==> config.mk <==
export PLATFORM = sky130hd
export DESIGN_NAME = soi_edge_mem
export DESIGN_NICKNAME = d
export VERILOG_FILES = /design/src/rtl/segment_obstacle_intersection_macros.svh /design/src/rtl/soi_edge_mem.sv
export SDC_FILE = /design/constraint.sdc
export NUM_CORES = 2
export LEC_CHECK = 0
export BUFFER_PORTS_ARGS = -buffer_cell sky130_fd_sc_hd__buf_2
export CAP_MARGIN = 20
export CORE_MARGIN = 5
export CORE_UTILIZATION = 38
export DETAILED_ROUTE_END_ITERATION = 10
export GPL_TIMING_DRIVEN = 0
export PLACE_DENSITY = 0.62
export SLEW_MARGIN = 10
export SYNTH_ARGS = -nofsm -noshare
export SYNTH_HDL_FRONTEND = slang
export SYNTH_SLANG_ARGS = --single-unit
==> constraint.sdc <==
create_clock -name clk -period 20.1 [get_ports clk]
set_clock_uncertainty 0.2 [all_clocks]
set_input_delay 4.02 -clock clk [delete_from_list [all_inputs] [get_ports clk]]
set_output_delay 4.02 -clock clk [all_outputs]
set_load 0.005 [all_outputs]
==> src/rtl/segment_obstacle_intersection_macros.svh <==
// ----------------------------------------------------------------------------
// Assertion macros for the obstacle segment intersection block
// Shared clocked assertion forms with reset disable.
// ----------------------------------------------------------------------------
`ifndef SEGMENT_OBSTACLE_INTERSECTION_MACROS_SVH
`define SEGMENT_OBSTACLE_INTERSECTION_MACROS_SVH

// Same-cycle implication, checked out of reset.
`define SOI_ASSERT_NOW(lbl, ante, cons, msg) \
  lbl: assert property (@(posedge clk) disable iff (!rst_n) (ante) |-> (cons)) \
    else $error(msg);

// Next-cycle implication, checked out of reset.
`define SOI_ASSERT_NEXT(lbl, ante, cons, msg) \
  lbl: assert property (@(posedge clk) disable iff (!rst_n) (ante) |=> (cons)) \
    else $error(msg);

`endif

==> src/rtl/soi_edge_mem.sv <==
// ----------------------------------------------------------------------------
// soi_edge_mem
// Obstacle edge storage: one write port, one registered read port.
// ----------------------------------------------------------------------------
`timescale 1ns / 1ps

module soi_edge_mem #(
  parameter int DEPTH = 64,
  parameter int AW    = 6,
  parameter int WIDTH = 64
) (
  input  logic             clk,
  input  logic             wr_en,
  input  logic [AW-1:0]    wr_addr,
  input  logic [WIDTH-1:0] wr_data,
  input  logic             rd_en,
  input  logic [AW-1:0]    rd_addr,
  output logic [WIDTH-1:0] rd_data
);

  logic [WIDTH-1:0] mem_r [DEPTH];
  logic [WIDTH-1:0] rd_data_r;

  always_ff @(posedge clk) begin
    if (wr_en) begin
      mem_r[wr_addr] <= wr_data;
    end
  end

  always_ff @(posedge clk) begin
    if (rd_en) begin
      rd_data_r <= mem_r[rd_addr];
    end
  end

  assign rd_data = rd_data_r;

endmodule

==> metrics <==
status=complete, no violations; via-per-instance ratio=5.77; CTS tree=built; headroom to the max-slew limit=~17%; Die H=about 650 um; Seq/Total Area, Yosys=approximately four fifths; ys flop type=edfxtp_1; Worst Setup End Kind=flip-flop; vias in the first global route=~77000; Clk pwr share=between 40% and 50%; DP HPWL=296 mm; crit path kind=input pin to flip-flop; wire length on met3=about 40 mm; share of the synthesized area in the top cell type=about four fifths; crit path time final=approximately 8000 ps; PortBufs=roughly 130; worst skew pair latency=950 ps; Final Max Tran Viols=0; first-pass GRT wire length=between 600 and 700 mm; hold_sp=mem_r[62][34]; Post-Syn Nets=~6700; overall routed net length=roughly 430 mm; area of the multi-input gates=0.0307 mm^2; register area=0.125 mm^2; synth top area cells=edfxtp_1 80%, mux4_2 15%, mux2i_1 0.86%; P&R area growth vs syn=17.0%; Mean Syn Cell Area=23.8 um^2; post_cts resized=0; Vias=about 76000; clock sinks=between 4000 and 5000; final hold vios=0; Critical Path RT=a little over 20000 ps; Seq pwr share=a little over half; reg2reg path depth=5; largest net degree at the start of global routing=65; iteration-0 DRC count of the detailed router=between 10000 and 15000; Hold Path Class=flip-flop to flip-flop; initial core utilization=a little under two fifths; Post-synth ARST share=0%; Yosys top cell by area=edfxtp_1; initial antenna violation count=55; Layout fillers=about 34000; count leader, synth=edfxtp_1; final clock period utilization by the worst path=between 40% and 50%; IO Pins=143; total track usage=20.0%; power density cells=98.6 mW/mm^2; CP startpoint=rd_addr[2]; worst-path fanout max=10; post-synthesis cell count=6598; top cells by count, synth=4160 x edfxtp_1, 1024 x mux4_2, 170 x buf_2; core area=0.413 mm^2; Synth Warn #=0; worst vdd ir=between 0.07 and 0.08 mV; switching part of the total=21.4%; total CTS buffers=~410; Setup Viol. Count Final=0; nature of the critical path startpoint=input pin; Max Freq=roughly 0.12 GHz; Pint=around 14000 uW; Die Footprint=0.426 mm^2; leakage=about 0.057 uW; Slew @ Worst Pin=around 1200 ps; placer congestion estimate=0.834; Layout Nets=7495; highest metal used=met5; setup TNS=0 ps; routed len/inst=around 33 um; Pre-antenna DRT Iters=5; Post-CTS Setup Bufs=0; routed wl met2=about 210 mm; GRT overflow=0; # hold bufs at CTS=0; worst reg2reg path startpoint=mem_r[51][6]; root buf cell=clkbuf_16; Max clock buf depth=4; Row Count=236; residual DRC count=0; Hold Slack=roughly 760 ps; #FFs+latches synth=~4200; Die Span X=around 650 um; Worst Hold Depth=4; Cell variety after synth=32; RSZ-0062 raised after global routing=no; switching pwr=3870 uW; layout cell share with drive strength beyond 1=30.0%; Metal-1 WL=approximately 160 mm; CTS H-tree lvls=5; Final ANT Viol Nets=0; Post-synth EDFFs=roughly 4200; area of the mapped netlist=0.157 mm^2; Max-cap violations=0; Critical Path AT=between 8000 and 9000 ps; combinational share of power=under 10%; clock-pin slew on the worst setup and hold paths=~60 ps
[cell usage in the layout (no fill, tap or decap), types with 58 or more instances in the layout]
master     count
clkinv_1      86
a22o_1        88
o22ai_1       83
clkinv_2      83
mux4_2      1024
nand2_1       58
edfxtp_1    4160
nor2_4        62
a211oi_1      59
clkbuf_16    413
clkbuf_1     214
buf_4         81
buf_12       196
a22oi_1      168
buf_2        282
mux2i_1      135
and3_1        64
[worst paths after layout]
| path | end | slack (ps) |
|---|---|---|
| setup reg to reg | rd_data[6] | 16800 |
| hold reg to reg | rd_data[34] | 760 |
| setup / recovery | rd_data[6] | 11950 |
| hold / removal | rd_data[34] | 760 |
[worst max-delay path, cell delays in order]
cell and delay (ps):
buf_2 280, buf_4 360, buf_2 480, buf_2 710
buf_4 390, mux2i_1 140, o22ai_1 610, a31oi_1 340
a211oi_1 1080
[area by class of cell]
| type | count | share of cell area [%] |
|---|---|---|
| Antenna cell | 25 | 0.0341 |
| Buffer | 370 | 0.971 |
| Clock buffer | 493 | 5.79 |
| Clock inverter | 242 | 1.29 |
| Inverter | 19 | 0.0388 |
| Multi-Input combinational cell | 2049 | 16.7 |
| Sequential cell | 4160 | 68.0 |
| Tap cell | 5474 | 3.73 |
| Timing Repair Buffer | 411 | 3.42 |
[power by group through the flow]
| stage | registers, uW | clock network [uW] | logic, uW |
|---|---|---|---|
| floorplan | 9820 | 0 | 448 |
| global placement | 9840 | 0 | 891 |
| detailed placement | 9830 | 0 | 944 |
| CTS | 9640 | 7610 | 946 |
| global route | 9640 | 7960 | 999 |
| finish | 9640 | 7520 | 957 |
[through the flow]
stage	instances	instance area (um^2)	utilization, %	power [uW]	worst slack, ps
finish	13200	184000	44.5	18100	11950
global route	13200	184000	44.5	18600	12240
CTS	13200	183000	44.4	18200	12220
detailed placement	12500	170000	41.2	10800	11260
global placement	12200	165000	39.9	10700	3980
floorplan	6598	157000	-	10300	10440
[state kept, by name (all words and copies together), names as in the netlist]
name,flops
mem_r,4096
rd_data,64
[layer usage]
| metal | vias to the layer above | track usage [%] |
|---|---|---|
| li1 | 30300 | - |
| met1 | 41200 | 26.3 |
| met2 | 4026 | 32.5 |
| met3 | 836 | 4.21 |
| met4 | 34 | 8.00 |
| met5 | - | 0 |
[cell families after synthesis]
family,Yosys count,share of synthesized area (%)
AO/OA/AOI/OAI,504,2.47
AND/OR/NAND/NOR,386,1.23
flip-flops,4160,79.6
buffers and inverters,389,1.18
multiplexers,1159,15.6
(Power assumes the default switching activity.)
